`config.mk`:
```
export PLATFORM = sky130hd
export DESIGN_NAME = ivc_cell
export DESIGN_NICKNAME = d
export VERILOG_FILES = /design/src/rtl/core/ivc_pkg.sv /design/src/rtl/core/ivc_cell.sv
export SDC_FILE = /design/constraint.sdc
export NUM_CORES = 1
export LEC_CHECK = 0
export BUFFER_PORTS_ARGS = -buffer_cell sky130_fd_sc_hd__buf_4
export CELL_PAD_IN_SITES_DETAIL_PLACEMENT = 0
export CELL_PAD_IN_SITES_GLOBAL_PLACEMENT = 1
export CORE_ASPECT_RATIO = 1.1
export CORE_MARGIN = 3
export CORE_UTILIZATION = 44
export DETAILED_ROUTE_END_ITERATION = 16
export GPL_TIMING_DRIVEN = 0
export PLACE_DENSITY_LB_ADDON = 0.1
export REMOVE_ABC_BUFFERS = 1
export SKIP_LAST_GASP = 1
export SYNTH_ARGS = -nofsm -noshare
export SYNTH_HDL_FRONTEND = slang
export SYNTH_SLANG_ARGS = --single-unit
```
`constraint.sdc`:
```
create_clock -name clk -period 6.9 [get_ports clk]
set_input_delay 1.38 -clock clk [delete_from_list [all_inputs] [get_ports clk]]
set_output_delay 1.38 -clock clk [all_outputs]
set_load 0.01 [all_outputs]
```
`src/rtl/core/ivc_pkg.sv`:
```
// Shared widths, limits and the token type that travels down the inversion counter's cell chain.
package ivc_pkg;

  localparam int VALUE_W   = 32;
  localparam int GREATER_W = 8;
  localparam int TOTAL_W   = 15;
  localparam int M_DATA_W  = 24;

  localparam logic [GREATER_W-1:0] GREATER_MAX = 8'hFF;
  localparam logic [TOTAL_W-1:0]   TOTAL_MAX   = 15'h7FFF;

  // One item in flight through the chain.
  typedef struct packed {
    logic               valid;
    logic               first;
    logic               placed;
    logic [VALUE_W-1:0] value;
  } ivc_token_t;

endpackage

```
`src/rtl/core/ivc_cell.sv`:
```
// One cell of the chain: holds one stored value, compares it with the passing item and may store it.
module ivc_cell #(
  parameter int CW = 8
) (
  input  logic               clk,
  input  logic               rst,
  input  logic               en,
  input  ivc_pkg::ivc_token_t tok_in,
  input  logic [CW-1:0]      cnt_in,
  output ivc_pkg::ivc_token_t tok_out,
  output logic [CW-1:0]      cnt_out
);

  logic                        occ;
  logic [ivc_pkg::VALUE_W-1:0] stored;
  logic                        occ_eff;
  logic                        hit;
  logic                        take;
  ivc_pkg::ivc_token_t         tok_next;

  // A first item empties every cell it passes before it is compared there.
  assign occ_eff = occ && !(tok_in.valid && tok_in.first);
  assign hit     = tok_in.valid && occ_eff && ($signed(stored) > $signed(tok_in.value));
  assign take    = tok_in.valid && !occ_eff && !tok_in.placed;

  always_comb begin
    tok_next        = tok_in;
    tok_next.placed = tok_in.placed || take;
  end

  always_ff @(posedge clk) begin
    if (rst) begin
      occ     <= 1'b0;
      tok_out <= '0;
    end else if (en) begin
      tok_out <= tok_next;
      if (tok_in.valid) begin
        occ <= occ_eff || take;
      end
    end
  end

  always_ff @(posedge clk) begin
    if (en) begin
      cnt_out <= cnt_in + CW'(hit);
      if (take) begin
        stored <= tok_in.value;
      end
    end
  end

endmodule

```
After elaboration in Yosys (flattened, before gate mapping)
Index checks and enable logic that the tools add are counted. W data, S select, Z words.

Output and inout bits: 43. Register bits after elaboration: 76.

Reductions and logical operators: 13. $lt $le $gt $ge: 1. $add $sub $neg: 1.

Operators by type and width (count): $gt A32 B32 Y1 (1); $add A8 B1 Y8 (1); $logic_and A1 B1 Y1 (6); $reduce_and A2 Y1 (2); $logic_not A1 Y1 (3); $logic_or A1 B1 Y1 (2).

Longest topological paths before layout
Depth after elaboration: 7. Gate-level depth with buffers: 13.

Least setup slack after synthesis
No wires, ideal clock.

Path kind: input port to flip-flop. From: in en. To: reg stored[0] (netlist bit), enable pin. Buffers on the path: 1. Path slack: 2.560 ns. Library setup time: 0.461 ns. Arrival time: 3.878 ns. Cell stages on the path: 3. Cell sequence: buf_2 nand2_1 nor3_1.

Cells in the longest elaborated chain, start to end: 1.

Ends and longest elaborated chain: from (decl) (line ivc_cell.sv:7) `input logic en,`; $reduce_and A2 Y1 (no source line); to (signal assigned) (line ivc_cell.sv:47) `stored <= tok_in.value;`; to (decl) (line ivc_cell.sv:15) `logic [ivc_pkg::VALUE_W-1:0] stored;`.

No other way between the ends. A chain may end at the register's enable or synchronous reset.

Worst setup path after layout
From: in tok_in[14] (netlist bit). To: reg cnt_out[6] (data pin).

Cells in the longest elaborated chain, start to end: 3.

Ends and longest elaborated chain: from (decl) (line ivc_cell.sv:8) `input ivc_pkg::ivc_token_t tok_in,`; $gt A32 B32 Y1 (line ivc_cell.sv:23) `assign hit = tok_in.valid && occ_eff && ($signed(stored) > $signed(tok_in.value));`; $logic_and A1 B1 Y1 (line ivc_cell.sv:23); $add A8 B1 Y8 (line ivc_cell.sv:45) `cnt_out <= cnt_in + CW'(hit);`; to (signal assigned) (line ivc_cell.sv:45); to (decl) (line ivc_cell.sv:11) `output logic [CW-1:0] cnt_out`.

No other way between the ends.

==> flow_summary.ini <==
[run_status]
status = complete, no violations

[floorplanning]
ios = 89
row_count = 33
die_area_um2 = 8860
die_h_um = 98.4
die_x_um = 90.0
start_util_pct = 45.5
core-area_um2 = 7510

[drt]
drc_errors = 0
top_layer_used = met4
wl_met2_mm = 3.12
wirelength_met1_mm = 2.97
routed_via_density = 4.78
drt-initial-drc-count = 72
vias = 2376
dr.pass1.iters = 4
wire_per_inst_um = 13.1
wl_met3_um = 345
wirelength_mm = 6.53
antenna_left = 0

[synthesis]
synth_top_area_cell = edfxtp_1
synthFlopType = edfxtp_1
synth_top_area_share_pct = 35.2
yosysWarnings = 0
yosys.cell_types.count = 32
synth_area_per_cell_um2 = 11.7
synth.top_cells.by_area = edfxtp_1 (35%), dfxtp_1 (21%), ha_1 (12%)
syn_area_um2 = 3420
yosysSeqAreaShare_pct = 56.2
synth_cells = 293
synth_edf_count = 40
synthArstFlopShare_pct = 0
synth-seq-cells = 76

[setup_path]
r2r_slack_ns = 3.99
cp_max_fo = 3
critPathKind = in2reg
rr_worst_depth = 12
timing.rr.start = stored[14]$_DFFE_PP_
crit_start = tok_in[14]
crit_required_ns = 7.00
crit_path_start_kind = input pin
crit_path_end_kind = register
worstReg2RegEnd = cnt_out[6]$_DFFE_PP_
arrival_ns = 3.82

[global_routing]
grt_pass1_vias = 2334
antenna_found_initial = 0
grt_max_degree = 47
grt_usage_pct = 15.5
grt_pass1_wl_mm = 11.1
grt_overflow = 0

[clock_tree]
ctsResizeCount = 0
root_buffer = clkbuf_8
cts_setup_buffers = 0
cts_tree = done
ctsHoldBuffers = 0
numClockSinks = 76
clockBufferDepth = 2
clock_latency_ns = 0.34
path_clk_slew_ns = 0.08
htreeDepth = 3
cts_made_buffers = 9

[final_layout]
drive_gt1_share_pct = 27.6
finalNonFillerCells = 497
area_growth_pct = 29.8
nNetsFinal = 467
n_antenna_cell = 0

[sta]
setup_viol = 0
finalClockSkew_ns = 0.00612
tns_ns = 0
grt_setup_unrepaired = no
slew_headroom_pct = 51.7
hold_viol = 0
final_max_slew_viol_count = 0
worst_slew_pin_slew_ns = 0.725
max_freq_mhz = 269
min_period_ns = 3.72
timing.final.crit_share_pct = 53.9

[power_and_ir_drop]
p_leak_uw = 0.00210
pwr_density_cell_nw_per_um2 = 226
ir_drop_uv = 128
finalPower_uw = 1000

[worst_hold_path]
hp-class = reg2reg
worst_hold_startpoint = occ$_SDFFE_PP0P_
whs_path_depth = 2
min_to = occ$_SDFFE_PP0P_

[place]
place.gp.congestion = 0.746
portBuffers = 88
dp_hpwl_mm = 4.76
dp_cells = 481

[job]
cap_violations = 0
cell usage after synthesis (2+ instances only):
cell      number
buf_2          4
clkbuf_1       3
a21oi_1       16
and4_1         4
inv_1         33
o21ai_0        4
a21o_1         3
nor2_1        38
xnor2_1        4
ha_1          34
nand4_1        5
nand2_1       10
nor2b_1        3
nand3_1        6
nor3_1         2
edfxtp_1      40
xor2_1         2
dfxtp_1       36
mux2i_1       33
power breakdown:
part	switching [uW]	internal (uW)	leakage, uW
registers	8.22	498	0.000669
logic	61.1	63.7	0.00132
clock network	159	213	0.000107
total	229	775	0.00210
per-layer routing:
layer | global-route usage [%] | vias up
li1 | - | 1213
met1 | 19.3 | 1092
met2 | 25.3 | 61
met3 | 3.97 | 10
met4 | 7.07 | 0
met5 | 0 | -
through the flow:
step / util (%) / setup WS [ns] / cell area (um^2) / hold slack, ns
2_1_floorplan: - / 2.77 / 3380 / 0.447
3_3_place_gp: 55.5 / 0.782 / 4170 / 0.456
3_5_place_dp: 56.1 / 2.79 / 4220 / 0.468
4_1_cts: 59.0 / 3.17 / 4430 / 0.487
5_1_grt: 59.0 / 2.97 / 4430 / 0.503
6_report: 59.0 / 3.18 / 4430 / 0.478
registers in the layout, summed over array words and instances (netlist names):
register and count:
tok_out 35, stored 32, cnt_out 8, occ 1
cells in the final DEF (no fill, tap or decap), types with 5 or more instances in the layout:
cell       n
ha_1      34
clkbuf_8  10
nand4_1    5
inv_1     33
buf_4     88
edfxtp_1  40
nor2_1    38
dfxtp_1   36
nand2_1   10
a21oi_1   16
mux2i_1   33
nand3_1    6
critical path, cell delays in order:
cell and delay [ns]:
buf_4 0.09, inv_1 0.04, ha_1 0.32, a21oi_1 0.17
nand2_1 0.07, a221o_1 0.35, o31ai_2 0.28, a21oi_1 0.09
and3b_1 0.22, ha_1 0.19, ha_1 0.19, and3_1 0.19
nand3_1 0.10, xnor2_1 0.13
kinds of logic (layout without fill, tap and decap cells):
group / count (synthesis) / in the layout / share of synthesized area [%]
AOI/OAI and AO/OA: 31 / 31 / 5.71
xor gates and xnor gates: 6 / 6 / 1.54
adders and majority gates: 34 / 34 / 12.4
buffers and inverters: 41 / 140 / 4.65
DFF: 76 / 76 / 56.2
muxes: 33 / 33 / 9.67
and+or+nand+nor: 72 / 72 / 9.74
area by class of cell:
class / instances / area (um^2)
fillers: 681 / 3080
flip-flops and latches: 76 / 1920
multi-input cells: 176 / 1340
repair buffers: 91 / 698
clock buffers: 12 / 145
well taps: 105 / 131
inverters: 33 / 124
clock inverters: 4 / 72.6
how the worst max path moves through the flow:
stage / endpoint / slack, ns / depth (start not counted)
2_1_floorplan: stored[0]$_DFFE_PP_ / 2.77 / 2
3_3_place_gp: stored[23]$_DFFE_PP_ / 0.78 / 3
3_5_place_dp: cnt_out[6]$_DFFE_PP_ / 2.79 / 14
4_1_cts: cnt_out[6]$_DFFE_PP_ / 3.17 / 14
5_1_grt: cnt_out[6]$_DFFE_PP_ / 2.97 / 14
6_report: cnt_out[6]$_DFFE_PP_ / 3.18 / 14
Note: power is estimated with default switching activity, not from simulation.
