## src/rtl/core/ivc_pkg.sv

```systemverilog
// Shared widths, limits and the token type that travels down the inversion counter's cell chain.
package ivc_pkg;

  localparam int VALUE_W   = 32;
  localparam int GREATER_W = 8;
  localparam int TOTAL_W   = 15;
  localparam int M_DATA_W  = 24;

  localparam logic [GREATER_W-1:0] GREATER_MAX = 8'hFF;
  localparam logic [TOTAL_W-1:0]   TOTAL_MAX   = 15'h7FFF;

  // One item in flight through the chain.
  typedef struct packed {
    logic               valid;
    logic               first;
    logic               placed;
    logic [VALUE_W-1:0] value;
  } ivc_token_t;

endpackage

```

## src/rtl/core/ivc_out.sv

```systemverilog
// Output stage: saturates the count, keeps the running total and holds the result transaction.
module ivc_out #(
  parameter int CW = 8
) (
  input  logic                         clk,
  input  logic                         rst,
  input  ivc_pkg::ivc_token_t          tok,
  input  logic [CW-1:0]                cnt,
  output logic                         en,
  output logic                         m_tvalid,
  input  logic                         m_tready,
  output logic [ivc_pkg::M_DATA_W-1:0] m_tdata,
  output logic                         m_tuser
);

  localparam int GW = (CW > ivc_pkg::GREATER_W) ? CW : ivc_pkg::GREATER_W;
  localparam int SW = ((CW > ivc_pkg::TOTAL_W) ? CW : ivc_pkg::TOTAL_W) + 1;

  logic [ivc_pkg::TOTAL_W-1:0]   total;
  logic [ivc_pkg::TOTAL_W-1:0]   total_next;
  logic [ivc_pkg::TOTAL_W-1:0]   base;
  logic [SW-1:0]                 sum;
  logic [GW-1:0]                 cnt_wide;
  logic [ivc_pkg::GREATER_W-1:0] greater;
  logic [ivc_pkg::GREATER_W-1:0] greater_out;
  logic [ivc_pkg::TOTAL_W-1:0]   total_out;
  logic                          overflow_out;

  // The whole chain moves only when the result register can take a new entry.
  assign en = !m_tvalid || m_tready;

  always_comb begin
    base     = tok.first ? '0 : total;
    sum      = SW'(base) + SW'(cnt);
    cnt_wide = GW'(cnt);
    greater  = (cnt_wide > GW'(ivc_pkg::GREATER_MAX)) ? ivc_pkg::GREATER_MAX
                                                       : cnt_wide[ivc_pkg::GREATER_W-1:0];
    // An item that found no free cell was not counted and leaves the total alone.
    if (!tok.placed) begin
      total_next = base;
    end else if (sum > SW'(ivc_pkg::TOTAL_MAX)) begin
      total_next = ivc_pkg::TOTAL_MAX;
    end else begin
      total_next = sum[ivc_pkg::TOTAL_W-1:0];
    end
  end

  always_ff @(posedge clk) begin
    if (rst) begin
      m_tvalid <= 1'b0;
      total    <= '0;
    end else if (en) begin
      m_tvalid <= tok.valid;
      if (tok.valid) begin
        total <= total_next;
      end
    end
  end

  always_ff @(posedge clk) begin
    if (en && tok.valid) begin
      greater_out  <= tok.placed ? greater : '0;
      total_out    <= total_next;
      overflow_out <= !tok.placed;
    end
  end

  assign m_tdata = {1'b0, total_out, greater_out};
  assign m_tuser = overflow_out;

endmodule

```

## config.mk

```make
export PLATFORM = sky130hd
export DESIGN_NAME = ivc_out
export DESIGN_NICKNAME = d
export VERILOG_FILES = /design/src/rtl/core/ivc_pkg.sv /design/src/rtl/core/ivc_out.sv
export SDC_FILE = /design/constraint.sdc
export NUM_CORES = 1
export LEC_CHECK = 0
export ABC_AREA = 1
export ABC_CLOCK_PERIOD_IN_PS = 2200
export BUFFER_PORTS_ARGS = -buffer_cell sky130_fd_sc_hd__buf_4
export CAP_MARGIN = 20
export CORE_ASPECT_RATIO = 0.5
export CORE_MARGIN = 2
export CORE_UTILIZATION = 40
export CTS_CLUSTER_SIZE = 16
export DETAILED_ROUTE_END_ITERATION = 8
export PLACE_DENSITY = 0.72
export SYNTH_ARGS = -nofsm -noshare
export SYNTH_HDL_FRONTEND = slang
export SYNTH_SLANG_ARGS = --single-unit
```

## constraint.sdc

```tcl
create_clock -name clk -period 2.2 [get_ports clk]
set_clock_uncertainty 0.1 [all_clocks]
set_input_delay 0.44 -clock clk [delete_from_list [all_inputs] [get_ports clk]]
set_output_delay 0.44 -clock clk [all_outputs]
set_load 0.02 [all_outputs]
```

# [Word level (Yosys, flattened, before mapping)]
# Index checks and enable logic that the tools add are counted.
[classes] n_reduce_logical=5 magnitude_cmp=2 n_mux=4 addsub=1
[op_table] cell="$mux 15" n=3
[op_table] cell="$add 15x8->16" n=1
[op_table] cell="$gt 16x15->1 const B" n=1
[op_table] cell="$gt 8x8->1 const B" n=1
[op_table] cell="$mux 8" n=1
[op_table] cell="$logic_not 1->1" n=2
[op_table] cell="$reduce_and 2->1" n=1
[op_table] cell="$logic_and 1x1->1" n=1
[op_table] cell="$logic_or 1x1->1" n=1
[totals] inputBits=46 regBits=40 elab_cells=17 output_inout_bits=27

# [Longest topological paths before layout]
# Gate-level depths: netlist (run 1).
[depth] word_depth=5 ltp_mapped=15 ltp_nobuf=15

# [Worst setup path after synthesis (run 1)]
# No wires, ideal clock.
[synth_timing] path_type="input to register" from="in tok[33] in the netlist's numbering" to="reg total_out[6] in the netlist's numbering, data pin" setup_time_ps=251 setup_slack_ps=-54 path_stages=12 t_arrival_ps=1903 path_buffers=1 required_ps=1849 path_cell_list="buf_2 nor2_1 ha_1 fa_1 nand2_1 nand3_1 nand3_1 nand2_1 xnor2_1 nand3_1 nand2_1 inv_1"
[synth_between] elab_chain_len=5
[synth_lines] item="from (decl)" line_no="ivc_out.sv:7" text="input ivc_pkg::ivc_token_t tok,"
[synth_lines] item="$mux 15 (*)" line_no="ivc_out.sv:33" text="base = tok.first ? '0 : total;"
[synth_lines] item="$add 15x8->16" line_no="ivc_out.sv:34" text="sum = SW'(base) + SW'(cnt);"
[synth_lines] item="$gt 16x15->1" line_no="ivc_out.sv:41" text="end else if (sum > SW'(ivc_pkg::TOTAL_MAX)) begin"
[synth_lines] item="$mux 15" line_no="ivc_out.sv:41"
[synth_lines] item="$mux 15 (*)" line_no="ivc_out.sv:39" text="if (!tok.placed) begin"
[synth_lines] item="via total_next (one bit)" line_no="ivc_out.sv:20" text="logic [ivc_pkg::TOTAL_W-1:0] total_next;"
[synth_lines] item="to (signal assigned)" line_no="ivc_out.sv:63" text="total_out <= total_next;"
[synth_lines] item="to (decl)" line_no="ivc_out.sv:26" text="logic [ivc_pkg::TOTAL_W-1:0] total_out;"
# Mark *: on every way through the listed nets, which the timed path passes. The rest lies on a longest branch.
# A chain may end at the register's enable or synchronous reset.

# [Worst setup path in the final report (run 1)]
[layout_timing] from="in tok[33] in the netlist's numbering" to="reg total_out[14] in the netlist's numbering, data pin"
# Same word-level chain as after synthesis.

==> metrics.csv, run 1 <==
stage,metric,value,unit
timing,relSlewSlack,0.6586,
power,p_per_area,660.9,mW/mm^2
logic_synthesis,synth_area_leaders,"edfxtp_1, dfxtp_1, nand2_1",
hold_path,worstHoldStart,cnt[3],
global_route,grt_overflow,0,
setup_path,critPathMaxFanout,7,
clocking,insertion_delay,0.28,ns
timing,slew_violations,0,
hold_path,hold_depth,3,
floorplan,dieArea,0.006834,sq mm
routing,drtIter0Drc,166,
global_route,grt_max_degree,35,
layout,stdcell_area,0.003179,sq mm
setup_path,arrival,2.00,ns
global_route,grt_pass1_wl,8.721,mm
logic_synthesis,yosys_register_bits,40,
setup_path,rr_startpoint,total[6],
place,gp_congestion,0.8973,
setup_path,cp-start-kind,input pin,
timing,setup_violations,0,
setup_path,crit_type,input pin to flip-flop,
routing,wl_per_cell,11.61,microns
layout,drive_gt1_frac,0.2579,
timing,max_slew.worst_pin.slew,0.5068,ns
floorplan,coreArea,0.006006,sq mm
logic_synthesis,synth.distinct_cells,31,
logic_synthesis,syn_area_per_cell,7.549,sq um
hold_path,min_path_type,input pin to flip-flop,
clocking,h-tree-depth,2,
logic_synthesis,synth_top_area_share,0.2928,
clocking,cts_sinks,40,
timing,fin_crit,2.065,ns
routing,ant_nets,0,
routing,wirelength,5.307,mm
routing,firstDrtPassIters,5,
timing,rsz0062_at_grt,no,
routing,vias,2126,
logic_synthesis,yosysSeqAreaShare,0.4230,
global_route,grt_pass1_vias,1912,
logic_synthesis,syn_area,0.002461,sq mm
logic_synthesis,netlist.top_cell.by_area,edfxtp_1,
global_route,globalRouteTotalUtil,0.1637,
place,port_buffers,39,
clocking,cts_buffer_depth,2,
logic_synthesis,yosys_warnings,0,
setup_path,crit_slowest_cell,ha_1,
setup_path,crit_required,2.14,ns
setup_path,max_stage_delay,0.28,ns
power,vdd_drop_max,0.3292,mV
status,outcome,"complete, no violations",
logic_synthesis,synthCells,326,
layout,syn_to_final_growth,29.18,%
clocking,clkSlewWorstSetupHoldPaths,0.06,ns
setup_path,crit_path_end_kind,flip-flop,
floorplan,ios,73,
floorplan,start_util,0.4098,
floorplan,die_w,114.9,microns
place,place_hpwl,3.889,mm
logic_synthesis,syn_nets,381,
timing,finalHoldViolCount,0,
flow_run,maxCapViolCount,0,
layout,num_antenna_cells,0,
clocking,numCtsBuffers,5,
floorplan,die_height,59.47,microns
floorplan,rows,20,
setup_path,crit_chain,buf_4 -> buf_12 -> nor2_2 -> ha_1 -> nand2_1 -> nand2_1 -> nand2_2 -> nand2_1 -> nand2_1 -> nand3_2 -> nand3_4 -> buf_4 -> nand2_1,
global_route,antenna_found_initial,0,
clocking,root_buffer,clkbuf_16,
timing,final.period_utilization,0.9385,
routing,vias_per_cell,4.652,
timing,fmax,0.4843,GHz
setup_path,crit_top_cell,nand2_1,
layout,fin_nets,434,
layout,final_core_util,0.5294,
clocking,cts_tree,yes,
routing,route.detailed.drc,0,
place,post_dp_cell_area,0.002918,sq mm
setup_path,crit_path_start,tok[33],
power,p_leak,0.001657,uW
setup_path,r2r_cells,12,
==> report_power, final <==
| part | internal (uW) | switching, uW | leakage [uW] | total [uW] |
|---|---|---|---|---|
| clock network | 516 | 287 | 0.0000827 | 804 |
| registers | 858 | 21.0 | 0.000372 | 879 |
| logic | 167 | 252 | 0.00120 | 419 |
| total | 1540 | 560 | 0.00166 | 2100 |
==> synthesized netlist by cell type (all sizes together) <==
cell type,instances
a21oi,16
buf,6
clkbuf,4
conb,1
dfxtp,16
edfxtp,24
fa,1
ha,8
inv,70
nand2,86
nand3,31
nand3b,1
nand4,6
nor2,36
nor3,1
o21ai,15
o21bai,1
xnor2,1
xor2,2
==> worst max-delay path, delay by kind of cell <==
| family | cells | cell delay (ns) |
|---|---|---|
| adders and majority gates | 1 | 0.28 |
| buffers and inverters | 3 | 0.46 |
| and+or+nand+nor | 9 | 0.81 |
==> cell families after synthesis <==
logic type / after synthesis / synth area share
compound gates: 32 / 0.07067
xor+xnor: 3 / 0.01068
fa+ha+maj: 9 / 0.04881
buf+inv: 80 / 0.1373
flops: 40 / 0.4230
other cells: 1 / 0.001524
simple gates: 161 / 0.3081
==> path summary, 6_finish.rpt <==
path / end / slack [ns]
setup / recovery: total_out[14] / 0.14
hold / removal: greater_out[3] / 0.33
setup reg to reg: total_out[14] / 0.16
hold reg to reg: m_tvalid / 0.43
==> repair_timing <==
item,in CTS,in global routing
hold buffers,0,0
gates resized for setup,0,16
setup endpoints to repair,0,26
setup buffers,0,2
==> layer usage <==
layer  track usage  wire length, microns
met5             0                     0
met4       0.02582                    37
met3       0.04499                   252
met2        0.2496                  2314
met1        0.2373                  2702
==> placed cells by master, fill, tap and decap left out, types with 2 or more instances in the layout <==
cell	instances
a21oi_1	14
a21oi_2	2
buf_12	2
buf_4	54
clkbuf_16	6
dfxtp_1	16
edfxtp_1	24
ha_1	4
ha_4	3
inv_1	69
nand2_1	79
nand2_2	4
nand2_4	3
nand3_1	21
nand3_2	9
nand4_1	6
nor2_1	28
nor2_2	4
nor2_4	4
o21ai_0	12
o21ai_2	2
xor2_1	2
==> stage by stage <==
stage                     cells  hold slack [ns]  setup slack [ns]  power (uW)  setup TNS [ns]
final                       457           0.3272            0.1353        2101               0
after CTS                   455           0.3267           0.02406        2085               0
after global placement      447           0.4157           -0.2584        1280          -5.580
after global routing        457           0.3312          0.003606        2198               0
after detailed placement    447           0.4243           -0.2795        1287          -5.825
after floorplan             326           0.4035           0.02390        1149               0
==> flip-flops by register name (all words and copies together), names as in the netlist <==
name	cells
total	15
m_tuser	1
greater_out	8
total_out	15
m_tvalid	1
==> layout make-up <==
type	count	area, sq um
repair buffers	56	445.4
clock buffers	7	163.9
fillers	583	2826
inverters	70	265.3
clock inverters	1	3.754
flip-flops and latches	40	1041
multi-input cells	206	1164
well taps	77	96.34
(Power assumes the default switching activity.)
==> inputs of run 2 (changes only) <==
CORE_UTILIZATION = 47   (was 40)
PLACE_DENSITY = 0.82   (was 0.72)
==> metrics.csv, run 2 (synthesis gave the netlist of run 1 again) <==
stage,metric,value,unit,change
floorplan,die_w,106.3,microns,-7.5%
clocking,root_buffer,clkbuf_8,,
global_route,grt_pass1_vias,1904,,-0.42%
setup_path,crit_type,flip-flop to flip-flop,,
floorplan,start_util,0.4945,,+0.08468
timing,finalWorstSetupSlack,0.04527,ns,-0.09001 ns
global_route,grt_pass1_wl,8.321,mm,-4.6%
routing,wirelength,5.691,mm,+7.2%
clocking,cts_tree,yes,,
clocking,h-tree-depth,2,,unchanged
clocking,cts_buffer_depth,2,,unchanged
clocking,numCtsBuffers,5,,unchanged
routing,route.detailed.drc,0,,unchanged
global_route,grt_max_degree,41,,+17%
timing,slew_violations,0,,unchanged
timing,final.period_utilization,0.9794,,+0.04091
setup_path,crit_path_start,total[0],,
global_route,antenna_found_initial,0,,unchanged
timing,fmax,0.4641,GHz,-4.2%
routing,firstDrtPassIters,4,,-1
place,port_buffers,39,,unchanged
global_route,globalRouteTotalUtil,0.1870,,+0.02329
layout,syn_to_final_growth,27.35,%,
layout,mostFrequentLayoutCell,nand2_1,,
routing,vias,2221,,+4.5%
setup_path,rr_startpoint,total[0],,
routing,ant_nets,0,,unchanged
place,pre_cts_ws,-0.2993,ns,-0.01985 ns
place,place_hpwl,3.933,mm,+1.1%
floorplan,dieArea,0.005867,sq mm,-14%
routing,wl_per_cell,12.56,microns,+8.2%
timing,setup_violations,0,,unchanged
power,fin_total_pwr,1870,uW,-11%
flow_run,maxCapViolCount,0,,unchanged
hold_path,worstHoldStart,cnt[2],,
power,p_leak,0.001649,uW,-0.49%
layout,top_regs,"total (15), total_out (15), greater_out (8)",,
layout,final_core_util,0.6297,,+0.1003
floorplan,rows,18,,-10%
layout,layout_common_cells,"nand2_1, inv_1, buf_4",,
routing,drtIter0Drc,85,,-49%
floorplan,die_height,55.17,microns,-7.2%
setup_path,arrival,2.13,ns,+0.13 ns
routing,vias_per_cell,4.903,,+5.4%
layout,num_antenna_cells,0,,unchanged
clocking,cts_sinks,40,,unchanged
layout,fin_nets,437,,+0.69%
floorplan,ios,73,,unchanged
setup_path,crit_required,2.17,ns,+0.03 ns
timing,finalHoldViolCount,0,,unchanged
layout,drive_gt1_frac,0.2715,,+0.01365
clocking,insertion_delay,0.30,ns,+0.02 ns
setup_path,cp-start-kind,flip-flop,,
floorplan,coreArea,0.004977,sq mm,-17%
place,gp_congestion,0.8576,,-4.4%
global_route,grt_overflow,0,,unchanged
setup_path,crit_path_end_kind,flip-flop,,
power,p_per_area,596.7,mW/mm^2,-9.7%
power,vdd_drop_max,0.3231,mV,-1.8%
hold_path,min_path_type,input pin to flip-flop,,
clocking,cts_hold_buf,0,,unchanged
timing,fin_crit,2.155,ns,+0.09001 ns
status,outcome,"complete, no violations",,
setup_path,critPathMaxFanout,3,,-4
clocking,clkSlewWorstSetupHoldPaths,0.08,ns,+0.02 ns
-- run 2: cell count changes in the layout (fill, tap and decap cells not counted), sizes merged --
cell      change
clkbuf        -1
nand3         +1
clkinvlp      +1
buf           +2
-- run 2: layout make-up --
type	count	area, sq um
repair buffers	58	460.4
fillers	422	1843
flip-flops and latches	40	1041
multi-input cells	207	1174
clock buffers	6	93.84
well taps	70	87.58
clock inverters	2	12.51
inverters	70	265.3
-- run 2: final timing paths --
| kind | endpoint | slack (ns) | cells past startpoint |
|---|---|---|---|
| worst max-delay path | total_out[6] | 0.05 | 12 |
| worst min-delay path | greater_out[2] | 0.30 | 3 |
| worst max register to register | total_out[6] | 0.05 | 12 |
| worst min register to register | m_tvalid | 0.43 | 2 |
-- run 2: stage by stage --
step	hold slack (ns)	cells	TNS (ns)	area [sq um]
final	0.3025	453	0	3134
after global routing	0.3162	453	-0.03318	3134
after CTS	0.2957	452	0	3057
after detailed placement	0.4207	444	-4.456	2939
after global placement	0.4252	444	-2.553	2939
after floorplan	0.4035	326	0	2466
-- run 2: worst max-delay path, stage by stage, from the launching register on --
cell	delay, ns
dfxtp_1	0.33
inv_1	0.06
nor2_2	0.04
ha_2	0.20
fa_2	0.35
nand2_2	0.09
nand3_2	0.11
nand3_2	0.11
nand2_2	0.09
xnor2_2	0.18
nand3_1	0.13
nand2_2	0.11
inv_1	0.04
-- run 2: what timing repair did --
| item | in CTS | in global routing |
|---|---|---|
| hold endpoints to repair | 0 | 0 |
| setup endpoints to repair | 2 | 21 |
| buffers inserted | 0 | 0 |
| pin swaps | 0 | 2 |
| gates cloned | 0 | 1 |
| resized for setup | 2 | 19 |
-- run 2: metal layers --
layer  wire [microns]  GRT usage  share of wire
met4              129    0.05921          0.023
met3              374    0.05269          0.066
met1             2365     0.2128           0.42
met5                0          0              0
met2             2822     0.3558           0.50
-- run 2: report_power, final --
part,internal [uW],switching [uW],total [uW]
logic,170,258,428
registers,856,21.5,878
clock network,290,275,565
